### src/rtl/rre_pkg.sv
// ----------------------------------------------------------------------------
// RTT/RTO estimator package
// Field widths, reset values and register codes shared by the estimator files.
// ----------------------------------------------------------------------------
package rre_pkg;

	localparam int unsigned SAMPLE_W      = 32;
	localparam int unsigned SRTT_W        = 16;
	localparam int unsigned RTO_W         = 19;
	localparam int unsigned FRAC_BITS_DEF = 4;

	localparam int unsigned APB_ADDR_W = 3;
	localparam int unsigned APB_DATA_W = 32;

	localparam logic [RTO_W-1:0]  RTO_MIN_RST = RTO_W'(1000);
	localparam logic [RTO_W-1:0]  RTO_MAX_RST = RTO_W'(10000);
	localparam logic [RTO_W-1:0]  RTO_OFFSET  = RTO_W'(200);
	localparam logic [SRTT_W-1:0] SAMPLE_MAX  = {SRTT_W{1'b1}};
	localparam logic [SRTT_W-1:0] SAMPLE_MIN  = SRTT_W'(1);

	typedef enum logic {
		REG_RTO_MIN = 1'b0,
		REG_RTO_MAX = 1'b1
	} reg_idx_t;

	typedef logic [SRTT_W-1:0] srtt_t;
	typedef logic [RTO_W-1:0]  rto_t;

endpackage

### src/rtl/rre_ifs.sv
// ----------------------------------------------------------------------------
// RTT/RTO estimator channels
// Valid/ready channels for round-trip samples and for estimator results.
// ----------------------------------------------------------------------------
interface rre_sample_if;
	import rre_pkg::*;

	logic                valid;
	logic                ready;
	logic [SAMPLE_W-1:0] rtt_sample;

	modport source (output valid, output rtt_sample, input ready);
	modport sink   (input valid, input rtt_sample, output ready);
endinterface

interface rre_result_if;
	import rre_pkg::*;

	logic              valid;
	logic              ready;
	logic [SRTT_W-1:0] smoothed_rtt;
	logic [RTO_W-1:0]  timeout;

	modport source (output valid, output smoothed_rtt, output timeout, input ready);
	modport sink   (input valid, input smoothed_rtt, input timeout, output ready);
endinterface

### src/rtl/rre_core.sv
// ----------------------------------------------------------------------------
// RTT/RTO estimator core
// Holds smoothed RTT and variance, computes the update and the clamped timeout.
// ----------------------------------------------------------------------------
module rre_core #(
	parameter int unsigned FRAC_BITS = rre_pkg::FRAC_BITS_DEF
) (
	input  logic          clk,
	input  logic          arst_n,
	input  logic          upd,
	input  rre_pkg::srtt_t sample,
	input  rre_pkg::rto_t rto_min,
	input  rre_pkg::rto_t rto_max,
	output rre_pkg::srtt_t srtt_nxt,
	output rre_pkg::rto_t timeout_nxt
);
	import rre_pkg::*;

	localparam int unsigned VAR_W = SRTT_W + FRAC_BITS;
	localparam int unsigned SUM_W = VAR_W + 3;

	logic [SRTT_W-1:0]  srtt_q;
	logic [VAR_W-1:0]   var_q;
	logic [SRTT_W-1:0]  diff;
	logic [VAR_W+1:0]   vsum;
	logic [VAR_W-1:0]   var_nxt;
	logic [SRTT_W+2:0]  ssum;
	logic [SUM_W-1:0]   tsum;
	logic [RTO_W-1:0]   t_raw;

	always_comb begin
		diff = (srtt_q >= sample) ? (srtt_q - sample) : (sample - srtt_q);
		vsum = (VAR_W+2)'(var_q) + ((VAR_W+2)'(var_q) << 1)
			+ ((VAR_W+2)'(diff) << FRAC_BITS);
		if (var_q == '0) begin
			var_nxt = VAR_W'(sample) << (FRAC_BITS - 1);
		end else begin
			var_nxt = vsum[VAR_W+1:2];
		end

		ssum = ((SRTT_W+3)'(srtt_q) << 3) - (SRTT_W+3)'(srtt_q) + (SRTT_W+3)'(sample);
		priority if (srtt_q == '0) begin
			srtt_nxt = sample;
		end else if (sample != srtt_q) begin
			srtt_nxt = ssum[SRTT_W+2:3];
		end else begin
			srtt_nxt = srtt_q;
		end

		tsum = (SUM_W'(srtt_nxt) << FRAC_BITS) + (SUM_W'(var_nxt) << 2)
			+ (SUM_W'(RTO_OFFSET) << FRAC_BITS);
		t_raw = tsum[SUM_W-1 -: RTO_W];

		priority if (t_raw < rto_min) begin
			timeout_nxt = rto_min;
		end else if (t_raw > rto_max) begin
			timeout_nxt = rto_max;
		end else begin
			timeout_nxt = t_raw;
		end
	end

	always_ff @(posedge clk or negedge arst_n) begin
		if (!arst_n) begin
			srtt_q <= '0;
			var_q  <= '0;
		end else if (upd) begin
			srtt_q <= srtt_nxt;
			var_q  <= var_nxt;
		end
	end

endmodule

### src/rtl/rtt_rto_estimator.sv
// ----------------------------------------------------------------------------
// RTT/RTO estimator
// Smooths round-trip samples and derives a clamped retransmission timeout.
// ----------------------------------------------------------------------------
// Usage:
//   Samples arrive on the sample channel, one transfer per measurement. Each
//   sample is saturated to 1..65535 and held in an input register; from there
//   it updates the smoothed RTT and variance and loads the result register.
//   Every sample gives exactly one transfer on the result channel, carrying
//   the new smoothed RTT and the timeout clamped to rto_min and rto_max.
//   Throughput is one sample per cycle while the receiver takes results,
//   set by the single update step between the input and result registers.
//   When the receiver stalls, the result register holds and the input
//   register fills; the sample channel then deasserts ready until the result
//   is taken. No sample is dropped.
//   Reset clears the estimator state (no sample seen) and loads rto_min with
//   1000 and rto_max with 10000. The clamps are written over the APB port at
//   byte addresses 0 and 4 and should only change while the block is idle.
// ----------------------------------------------------------------------------
module rtt_rto_estimator #(
	parameter int unsigned FRAC_BITS = rre_pkg::FRAC_BITS_DEF
) (
	input  logic                           clk,
	input  logic                           arst_n,
	rre_sample_if.sink                     sample,
	rre_result_if.source                   result,
	input  logic                           psel,
	input  logic                           penable,
	input  logic                           pwrite,
	input  logic [rre_pkg::APB_ADDR_W-1:0] paddr,
	input  logic [rre_pkg::APB_DATA_W-1:0] pwdata,
	output logic [rre_pkg::APB_DATA_W-1:0] prdata,
	output logic                           pready
);
	import rre_pkg::*;

	rto_t       rto_min_q;
	rto_t       rto_max_q;
	reg_idx_t   reg_idx;
	logic       cfg_wr;

	logic       valid_s1;
	srtt_t      sample_s1;
	srtt_t      sample_sat;
	logic       move;

	logic       out_valid_q;
	srtt_t      smoothed_q;
	rto_t       timeout_q;
	srtt_t      srtt_nxt;
	rto_t       timeout_nxt;

	assign pready  = 1'b1;
	assign reg_idx = reg_idx_t'(paddr[APB_ADDR_W-1]);
	assign cfg_wr  = psel && penable && pwrite;

	always_comb begin
		unique case (reg_idx)
			REG_RTO_MIN: prdata = APB_DATA_W'(rto_min_q);
			REG_RTO_MAX: prdata = APB_DATA_W'(rto_max_q);
			default:     prdata = '0;
		endcase
	end

	always_ff @(posedge clk or negedge arst_n) begin
		if (!arst_n) begin
			rto_min_q <= RTO_MIN_RST;
			rto_max_q <= RTO_MAX_RST;
		end else if (cfg_wr) begin
			unique case (reg_idx)
				REG_RTO_MIN: rto_min_q <= pwdata[RTO_W-1:0];
				REG_RTO_MAX: rto_max_q <= pwdata[RTO_W-1:0];
				default: ;
			endcase
		end
	end

	always_comb begin
		priority if (sample.rtt_sample == '0) begin
			sample_sat = SAMPLE_MIN;
		end else if (sample.rtt_sample[SAMPLE_W-1:SRTT_W] != '0) begin
			sample_sat = SAMPLE_MAX;
		end else begin
			sample_sat = sample.rtt_sample[SRTT_W-1:0];
		end
	end

	assign move         = !out_valid_q || result.ready;
	assign sample.ready = !valid_s1 || move;

	always_ff @(posedge clk or negedge arst_n) begin
		if (!arst_n) begin
			valid_s1 <= 1'b0;
		end else if (sample.ready) begin
			valid_s1 <= sample.valid;
		end
	end

	always_ff @(posedge clk) begin
		if (sample.valid && sample.ready) begin
			sample_s1 <= sample_sat;
		end
	end

	rre_core #(
		.FRAC_BITS(FRAC_BITS)
	) u_core (
		.clk         (clk),
		.arst_n      (arst_n),
		.upd         (valid_s1 && move),
		.sample      (sample_s1),
		.rto_min     (rto_min_q),
		.rto_max     (rto_max_q),
		.srtt_nxt    (srtt_nxt),
		.timeout_nxt (timeout_nxt)
	);

	always_ff @(posedge clk or negedge arst_n) begin
		if (!arst_n) begin
			out_valid_q <= 1'b0;
		end else if (move) begin
			out_valid_q <= valid_s1;
		end
	end

	always_ff @(posedge clk) begin
		if (valid_s1 && move) begin
			smoothed_q <= srtt_nxt;
			timeout_q  <= timeout_nxt;
		end
	end

	assign result.valid        = out_valid_q;
	assign result.smoothed_rtt = smoothed_q;
	assign result.timeout      = timeout_q;

endmodule

### src/flat_wrapper.sv
// flat-port wrapper written by rule: the top's interface ports become plain ports
module rtt_rto_estimator_flat import rre_pkg::*;
#(
	parameter int unsigned FRAC_BITS = rre_pkg::FRAC_BITS_DEF
)
  (clk, arst_n, psel, penable, pwrite, paddr, pwdata, prdata, pready, sample_valid, sample_rtt_sample, sample_ready, result_valid, result_smoothed_rtt, result_timeout, result_ready);
  rre_sample_if sample_i ();
  rre_result_if result_i ();
  input  logic clk;
  input  logic arst_n;
  input  logic psel;
  input  logic penable;
  input  logic pwrite;
  input  logic [rre_pkg::APB_ADDR_W-1:0] paddr;
  input  logic [rre_pkg::APB_DATA_W-1:0] pwdata;
  output logic [rre_pkg::APB_DATA_W-1:0] prdata;
  output logic pready;
  input wire logic [$bits(sample_i.valid)-1:0] sample_valid;
  input wire logic [$bits(sample_i.rtt_sample)-1:0] sample_rtt_sample;
  output wire logic [$bits(sample_i.ready)-1:0] sample_ready;
  output wire logic [$bits(result_i.valid)-1:0] result_valid;
  output wire logic [$bits(result_i.smoothed_rtt)-1:0] result_smoothed_rtt;
  output wire logic [$bits(result_i.timeout)-1:0] result_timeout;
  input wire logic [$bits(result_i.ready)-1:0] result_ready;
  assign sample_i.valid = sample_valid;
  assign sample_i.rtt_sample = sample_rtt_sample;
  assign sample_ready = sample_i.ready;
  assign result_valid = result_i.valid;
  assign result_smoothed_rtt = result_i.smoothed_rtt;
  assign result_timeout = result_i.timeout;
  assign result_i.ready = result_ready;
  rtt_rto_estimator #(.FRAC_BITS(FRAC_BITS)) u_core (.clk(clk), .arst_n(arst_n), .sample(sample_i), .result(result_i), .psel(psel), .penable(penable), .pwrite(pwrite), .paddr(paddr), .pwdata(pwdata), .prdata(prdata), .pready(pready));
endmodule
### config.mk
export PLATFORM = sky130hd
export DESIGN_NAME = rtt_rto_estimator_flat
export DESIGN_NICKNAME = d
export VERILOG_FILES = /design/src/rtl/rre_pkg.sv /design/src/rtl/rre_ifs.sv /design/src/rtl/rre_core.sv /design/src/rtl/rtt_rto_estimator.sv /design/src/flat_wrapper.sv
export SDC_FILE = /design/constraint.sdc
export NUM_CORES = 1
export LEC_CHECK = 0
export BUFFER_PORTS_ARGS = -buffer_cell sky130_fd_sc_hd__buf_4
export CORE_ASPECT_RATIO = 0.9
export CORE_MARGIN = 2
export CORE_UTILIZATION = 50
export DETAILED_ROUTE_END_ITERATION = 7
export PLACE_DENSITY = 0.7
export SLEW_MARGIN = 0
export SYNTH_ARGS = -nofsm -noshare
export SYNTH_HDL_FRONTEND = slang
export SYNTH_HIERARCHICAL = 1
export SYNTH_SLANG_ARGS = --single-unit
export TNS_END_PERCENT = 20
### constraint.sdc
create_clock -name clk -period 11.1 [get_ports clk]
set_input_delay 2.22 -clock clk [delete_from_list [all_inputs] [get_ports clk]]
set_output_delay 2.22 -clock clk [all_outputs]
set_load 0.01 [all_outputs]
==> results of run 1 <==
[routing by layer]
layer  wire length, um  track usage  vias up
met4               601       0.0761        0
met5                 0            0        -
met1             13700        0.349     4346
met2             12700        0.375      266
li1                  -            -     4408
met3              1360       0.0398       40
[placed cells by master, fill, tap and decap left out, types with 18 or more instances in the layout]
| master | count |
|---|---|
| a21o_1 | 38 |
| a21oi_1 | 70 |
| buf_4 | 121 |
| clkbuf_16 | 18 |
| dfrtp_1 | 65 |
| edfxtp_1 | 51 |
| fa_1 | 34 |
| ha_1 | 148 |
| inv_1 | 166 |
| mux2_2 | 69 |
| mux2i_1 | 44 |
| nand2_1 | 75 |
| nand4_1 | 18 |
| nor2_1 | 55 |
| o21ai_0 | 53 |
| xnor2_1 | 34 |
| xor2_1 | 20 |
[path summary, 6_finish.rpt]
kind                                         start  slack, ns                       end
min reg2reg                u_core/u_core/var_q[13]       0.51   u_core/u_core/var_q[13]
max in group asynchronous                   arst_n       8.41      u_core/rto_min_q[13]
min in group asynchronous                   arst_n       1.97   u_core/u_core/srtt_q[2]
max                        u_core/u_core/srtt_q[0]       1.46  u_core/result.timeout[3]
min                        u_core/u_core/var_q[13]       0.51   u_core/u_core/var_q[13]
max reg2reg                u_core/u_core/srtt_q[0]       1.46  u_core/result.timeout[3]
[per-stage QoR]
stage / utilization / hold slack (ns) / std cells / instance area, um^2
2_1_floorplan: - / 0.449 / 1217 / 11700
3_3_place_gp: 0.559 / 0.482 / 1587 / 12700
3_5_place_dp: 0.559 / 0.486 / 1587 / 12700
4_1_cts: 0.585 / 0.506 / 1619 / 13300
5_1_grt: 0.585 / 0.536 / 1619 / 13300
6_report: 0.585 / 0.506 / 1619 / 13300
[cell type report]
class | instances | area (um^2) | share of cell area
Multi-Input combinational cell | 876 | 7350 | 0.554
Clock buffer | 20 | 468 | 0.0352
Sequential cell | 127 | 3450 | 0.260
Inverter | 166 | 623 | 0.0469
Tap cell | 297 | 372 | 0.0280
Clock inverter | 12 | 108 | 0.00810
Timing Repair Buffer | 121 | 908 | 0.0684
[worst reg2reg max path, delay by kind of cell, from the launching register on]
family                     cells  cell delay [ns]
muxes                          3             0.59
AOI/OAI and AO/OA             14             3.97
DFF                            1             0.43
xor gates and xnor gates       3             0.54
adders and majority gates      7             2.31
and+or+nand+nor                6             0.87
buffers and inverters          4             0.65
[kinds of logic after synthesis]
kind of cell	count (synthesis)	share of synthesized area
fa+ha+maj	182	0.218
xor+xnor	54	0.0406
other cells	2	0.000645
mux	125	0.120
compound gates	253	0.142
simple gates	248	0.107
buf+inv	214	0.0767
flops	127	0.296
[registers in the layout (all words and copies together), names as in the netlist]
register and flops:
u_core/u_core/var_q 20, u_core/result.timeout 19, u_core/rto_max_q 19, u_core/rto_min_q 19
u_core/result.smoothed_rtt 16, u_core/sample_s1 16, u_core/u_core/srtt_q 16, u_core/result.valid 1
u_core/valid_s1 1
==> results.json, run 1 <==
{
  "routed_wl_mm": 28.4,
  "synth_commonest_cells": "inv_1 (166), ha_1 (148), nand2_1 (75), a21oi_1 (71), mux2_2 (69)",
  "avgSynthCellArea_um2": 9.66,
  "postCtsSetupBuffers": 0,
  "clkTransAtPathRegs_ns": 0.07,
  "tritoncts": "done",
  "endpoint_kind": "flip-flop",
  "detailedPlace.worstSlack_ns": 1.75,
  "place_hpwl_mm": 21.6,
  "io_pins": 144,
  "port_buffers": 114,
  "setup_viol_count_final": 0,
  "maxSlewHeadroom": 0.289,
  "htreeDepth": 4,
  "n_antenna_cell": 0,
  "yosysWarnings": 6,
  "synth_seq_cells": 127,
  "ys_seq_area_frac": 0.296,
  "timing.final.ws_setup_ns": 1.46,
  "antenna_found_initial": 0,
  "slowest_stage": "o31ai_1",
  "synthTopCellsByArea": "ha_1 (16%), dfrtp_1 (14%), edfxtp_1 (13%)",
  "reg2reg_depth": 37,
  "synth_ff_type": "dfrtp_1",
  "detail-route-antenna-nets": 0,
  "drtIter0Drc": 581,
  "num_rows": 52,
  "yosysMostFrequentCell": "inv_1",
  "status": "completed",
  "die_y_um": 149,
  "start_util": 0.513,
  "synth_largest_area_cell": "ha_1",
  "overflow": 0,
  "setup-tns-final_ns": 0,
  "final_max_slew_viol_count": 0,
  "drive_gt1_frac": 0.202,
  "hold_viol": 0,
  "crit_buf_inv": 4,
  "grt_pass1_wl_mm": 46.1,
  "cp_top_family": "compound AO/OA/AOI/OAI gates",
  "cp_num_cells": 37,
  "cts_resized": 0,
  "arrival_ns": 9.80,
  "grt_max_degree": 77,
  "nets": 1565,
  "cts_hold_buf": 0,
  "gp_congestion": 0.889,
  "required_ns": 11.27,
  "viasPerCell": 5.60,
  "worstMarginPinSlew_ns": 1.07,
  "rsz0062_at_grt": "false",
  "die_x_um": 165,
  "fin_crit_ns": 9.64,
  "die_area_um2": 24500,
  "drtPass1Iterations": 6,
  "crit_type": "flip-flop to flip-flop",
  "drcViolationCount": 0,
  "hold_path.class": "flip-flop to flip-flop",
  "clockBufferDepth": 2,
  "cp-start-kind": "flip-flop",
  "areaGrowthSynthToFinish_pct": 14.1,
  "routed-via-count": 9060,
  "hold_path_depth": 1,
  "grt_pass1_vias": 8988,
  "post_drt_wl_per_cell_um": 17.6,
  "synth_area_um2": 11600,
  "crit_fanout": 21,
  "max_stage_delay_ns": 0.68,
  "fillers": 1948,
  "synth_edf_count": 51,
  "numClockSinks": 127,
  "cts_buffers": 17,
  "synthDistinctLibCells": 72,
  "fin_worst_skew_ns": 0.0185,
  "core_area_um2": 22700,
  "synthCells": 1205,
  "async_reset_ff_frac": 0.598,
  "cts-root-buf": "clkbuf_16",
  "fmax_mhz": 104,
  "clock_latency_ns": 0.43,
  "finalCritPeriodShare": 0.868,
  "grt_use_total": 0.243,
  "yosysTopAreaCellShare": 0.159,
  "cap_violations": 0
}
Power of run 1 is left out: the tool's default activity adds up to more than one toggle a clock period on the data nets, which glitch-free logic cannot reach.
==> run 2: changes to the inputs <==
--- a/config.mk
+++ b/config.mk
@@ -14,6 +14,5 @@
 export SLEW_MARGIN = 0
 export SYNTH_ARGS = -nofsm -noshare
 export SYNTH_HDL_FRONTEND = slang
-export SYNTH_HIERARCHICAL = 1
 export SYNTH_SLANG_ARGS = --single-unit
 export TNS_END_PERCENT = 20
==> constraint.sdc (replaced) <==
create_clock -name clk -period 11.1 [get_ports clk]
set_input_delay 2.775 -clock clk [delete_from_list [all_inputs] [get_ports clk]]
set_output_delay 2.775 -clock clk [all_outputs]
set_load 0.01 [all_outputs]
==> run 2 against run 1 <==
Net effect: hold slack better by 0.0018 ns; synthesized cell count up 2.5%; critical path depth did not move; flip-flop and latch count unchanged; register-to-register slack worse by 0.65 ns; via count increased by 3.0%; global-route usage down 0.24 points; sequential share of layout area increased by 0.11 points; first-iteration DRC count rose by 30%; count of clock-buffer cells in the layout unchanged; area after synthesis fell by 0.24%; setup slack lost 0.65 ns; critical path type unchanged.
==> results.json, run 2 <==
{
  "hold_path_depth": 1,
  "clkTransAtPathRegs_ns": 0.06,
  "yosys.area_share.simple": 0.115,
  "drive_gt1_frac": 0.194,
  "synth_area_um2": 11600,
  "grt_pass1_vias": 8768,
  "synthTopCellsByArea": "ha_1 (16%), dfrtp_1 (14%), edfxtp_1 (13%)",
  "largest_reg_flops": 20,
  "avgSynthCellArea_um2": 9.40,
  "synth_ff_type": "dfrtp_1",
  "grt_use_total": 0.240,
  "antenna_found_initial": 1,
  "finalCritPeriodShare": 0.927,
  "fin_crit_ns": 10.29,
  "final_max_slew_viol_count": 0,
  "cap_violations": 0,
  "numClockSinks": 127,
  "slowest_stage": "nor4_4",
  "ys_seq_area_frac": 0.297,
  "fin_worst_skew_ns": 0.0142,
  "viasPerCell": 5.67,
  "synth_commonest_cells": "ha_1 (148), inv_1 (148), a21oi_1 (99), nand2_1 (89), o21ai_0 (86)",
  "endpoint_kind": "flip-flop",
  "synth_compound_area_frac": 0.173,
  "drtPass1Iterations": 5,
  "final_cells": 1647,
  "max_stage_delay_ns": 0.72,
  "cp_num_cells": 37,
  "overflow": 0,
  "io_pins": 144,
  "crit_type": "flip-flop to flip-flop",
  "die_area_um2": 24500,
  "status": "completed",
  "start_util": 0.513,
  "gp_congestion": 0.903,
  "tritoncts": "done",
  "maxSlewHeadroom": 0.374,
  "routed_wl_mm": 28.8,
  "postCtsSetupBuffers": 0,
  "synth_largest_area_cell": "ha_1",
  "yosysWarnings": 0,
  "required_ns": 11.26,
  "rsz0062_at_grt": "false",
  "synthMuxAreaShare": 0.0818,
  "drtIter0Drc": 756,
  "layout_common_cells": "inv_1 (148), ha_1 (148), buf_4 (123)",
  "nets": 1593,
  "post_drt_wl_per_cell_um": 17.5,
  "die_y_um": 149,
  "arrival_ns": 10.44,
  "yosys.area_share.adder": 0.218,
  "htreeDepth": 4,
  "synth_edf_count": 51,
  "synthCells": 1235,
  "grt_max_degree": 62,
  "yosysTopAreaCellShare": 0.159,
  "crit_buf_inv": 4,
  "cts_buffers": 17,
  "cts_resized": 0,
  "core_area_um2": 22600,
  "timing.final.ws_setup_ns": 0.812,
  "cp-start-kind": "flip-flop",
  "crit_fanout": 17,
  "setup-tns-final_ns": 0,
  "cts_hold_buf": 0,
  "grt_pass1_wl_mm": 45.6,
  "detailedPlace.worstSlack_ns": 1.07,
  "clock_latency_ns": 0.43,
  "drcViolationCount": 0,
  "port_buffers": 114,
  "fmax_mhz": 97.2,
  "synthDistinctLibCells": 75,
  "clockBufferDepth": 2,
  "async_reset_ff_frac": 0.598,
  "crit_top_cell": "ha_1",
  "cts-root-buf": "clkbuf_16",
  "num_rows": 52,
  "n_antenna_cell": 0,
  "place_hpwl_mm": 22.2,
  "cp_top_family": "compound AO/OA/AOI/OAI gates",
  "reg2reg_depth": 37,
  "hold_viol": 0,
  "areaGrowthSynthToFinish_pct": 13.8,
  "worstMarginPinSlew_ns": 0.932,
  "synth_xor_area_frac": 0.0377,
  "hold_path.class": "flip-flop to flip-flop",
  "detail-route-antenna-nets": 0,
  "synth_seq_cells": 127,
  "placed_cells": 1615,
  "setup_viol_count_final": 0,
  "die_x_um": 165,
  "fillers": 2003,
  "regMostFlops": "u_core.u_core.var_q",
  "synth_top_family_by_area": "adder cells",
  "routed-via-count": 9334
}
==> run 2: cell types whose count changed in the layout (fill, tap and decap cells not counted), sizes merged, moves of 4 or more <==
| cell | previous run | this run |
|---|---|---|
| a21oi | 72 | 99 |
| inv | 169 | 152 |
| mux2 | 81 | 60 |
| mux2i | 44 | 27 |
| nand2 | 76 | 89 |
| nand2b | 6 | 17 |
| nand3 | 14 | 18 |
| nand4 | 19 | 9 |
| nor2 | 55 | 50 |
| nor2b | 11 | 5 |
| o21a | 6 | 13 |
| o21ai | 56 | 86 |
| o31ai | 3 | 8 |
==> run 2: cell families (layout without fill, tap and decap cells) <==
logic type                 Yosys count  count (layout)
xor gates and xnor gates            50              50
and+or+nand+nor                    267             267
other                                2              14
adders and majority gates          182             182
AOI/OAI and AO/OA                  318             318
buffers and inverters              202             305
DFF                                127             127
muxes                               87              87
==> run 2: path summary, 6_finish.rpt <==
| path | startpoint | end | slack (ns) |
|---|---|---|---|
| max | u_core.u_core.srtt_q[0] | u_core.result.timeout[9] | 0.81 |
| min in group asynchronous | arst_n | u_core.rto_min_q[14] | 2.28 |
| min | u_core.valid_s1 | u_core.result.valid | 0.51 |
| max in group asynchronous | arst_n | u_core.u_core.var_q[0] | 7.76 |
| min reg2reg | u_core.valid_s1 | u_core.result.valid | 0.51 |
| max reg2reg | u_core.u_core.srtt_q[0] | u_core.result.timeout[9] | 0.81 |
==> run 2: layout make-up <==
type,instances,area [um^2],area share
clock inverters,12,111,0.00842
inverters,149,559,0.0423
clock buffers,20,447,0.0338
multi-input cells,918,7340,0.555
flip-flops and latches,127,3450,0.261
well taps,297,372,0.0281
repair buffers,124,943,0.0714
==> run 2: metal layers <==
layer,wire (um),GRT usage
met1,14000,0.356
met2,12600,0.361
met3,1600,0.0390
met4,541,0.0722
met5,0,0
==> run 2: through the flow <==
| stage | instance area [um^2] | util | hold WS (ns) |
|---|---|---|---|
| finish | 13200 | 0.584 | 0.508 |
| CTS | 13200 | 0.584 | 0.515 |
| global placement | 12700 | 0.559 | 0.483 |
| detailed placement | 12700 | 0.559 | 0.491 |
| floorplan | 11700 | - | 0.455 |
| global route | 13200 | 0.584 | 0.542 |
==> run 2: worst register-to-register path: cells and delay by family (launching register included) <==
family / cells / cell delay, ns
compound gates: 15 / 3.32
xor+xnor: 2 / 0.50
fa+ha+maj: 7 / 2.23
buf+inv: 4 / 0.82
flops: 1 / 0.43
mux: 2 / 0.58
simple gates: 7 / 2.12
Power of run 2 is left out for the same reason.
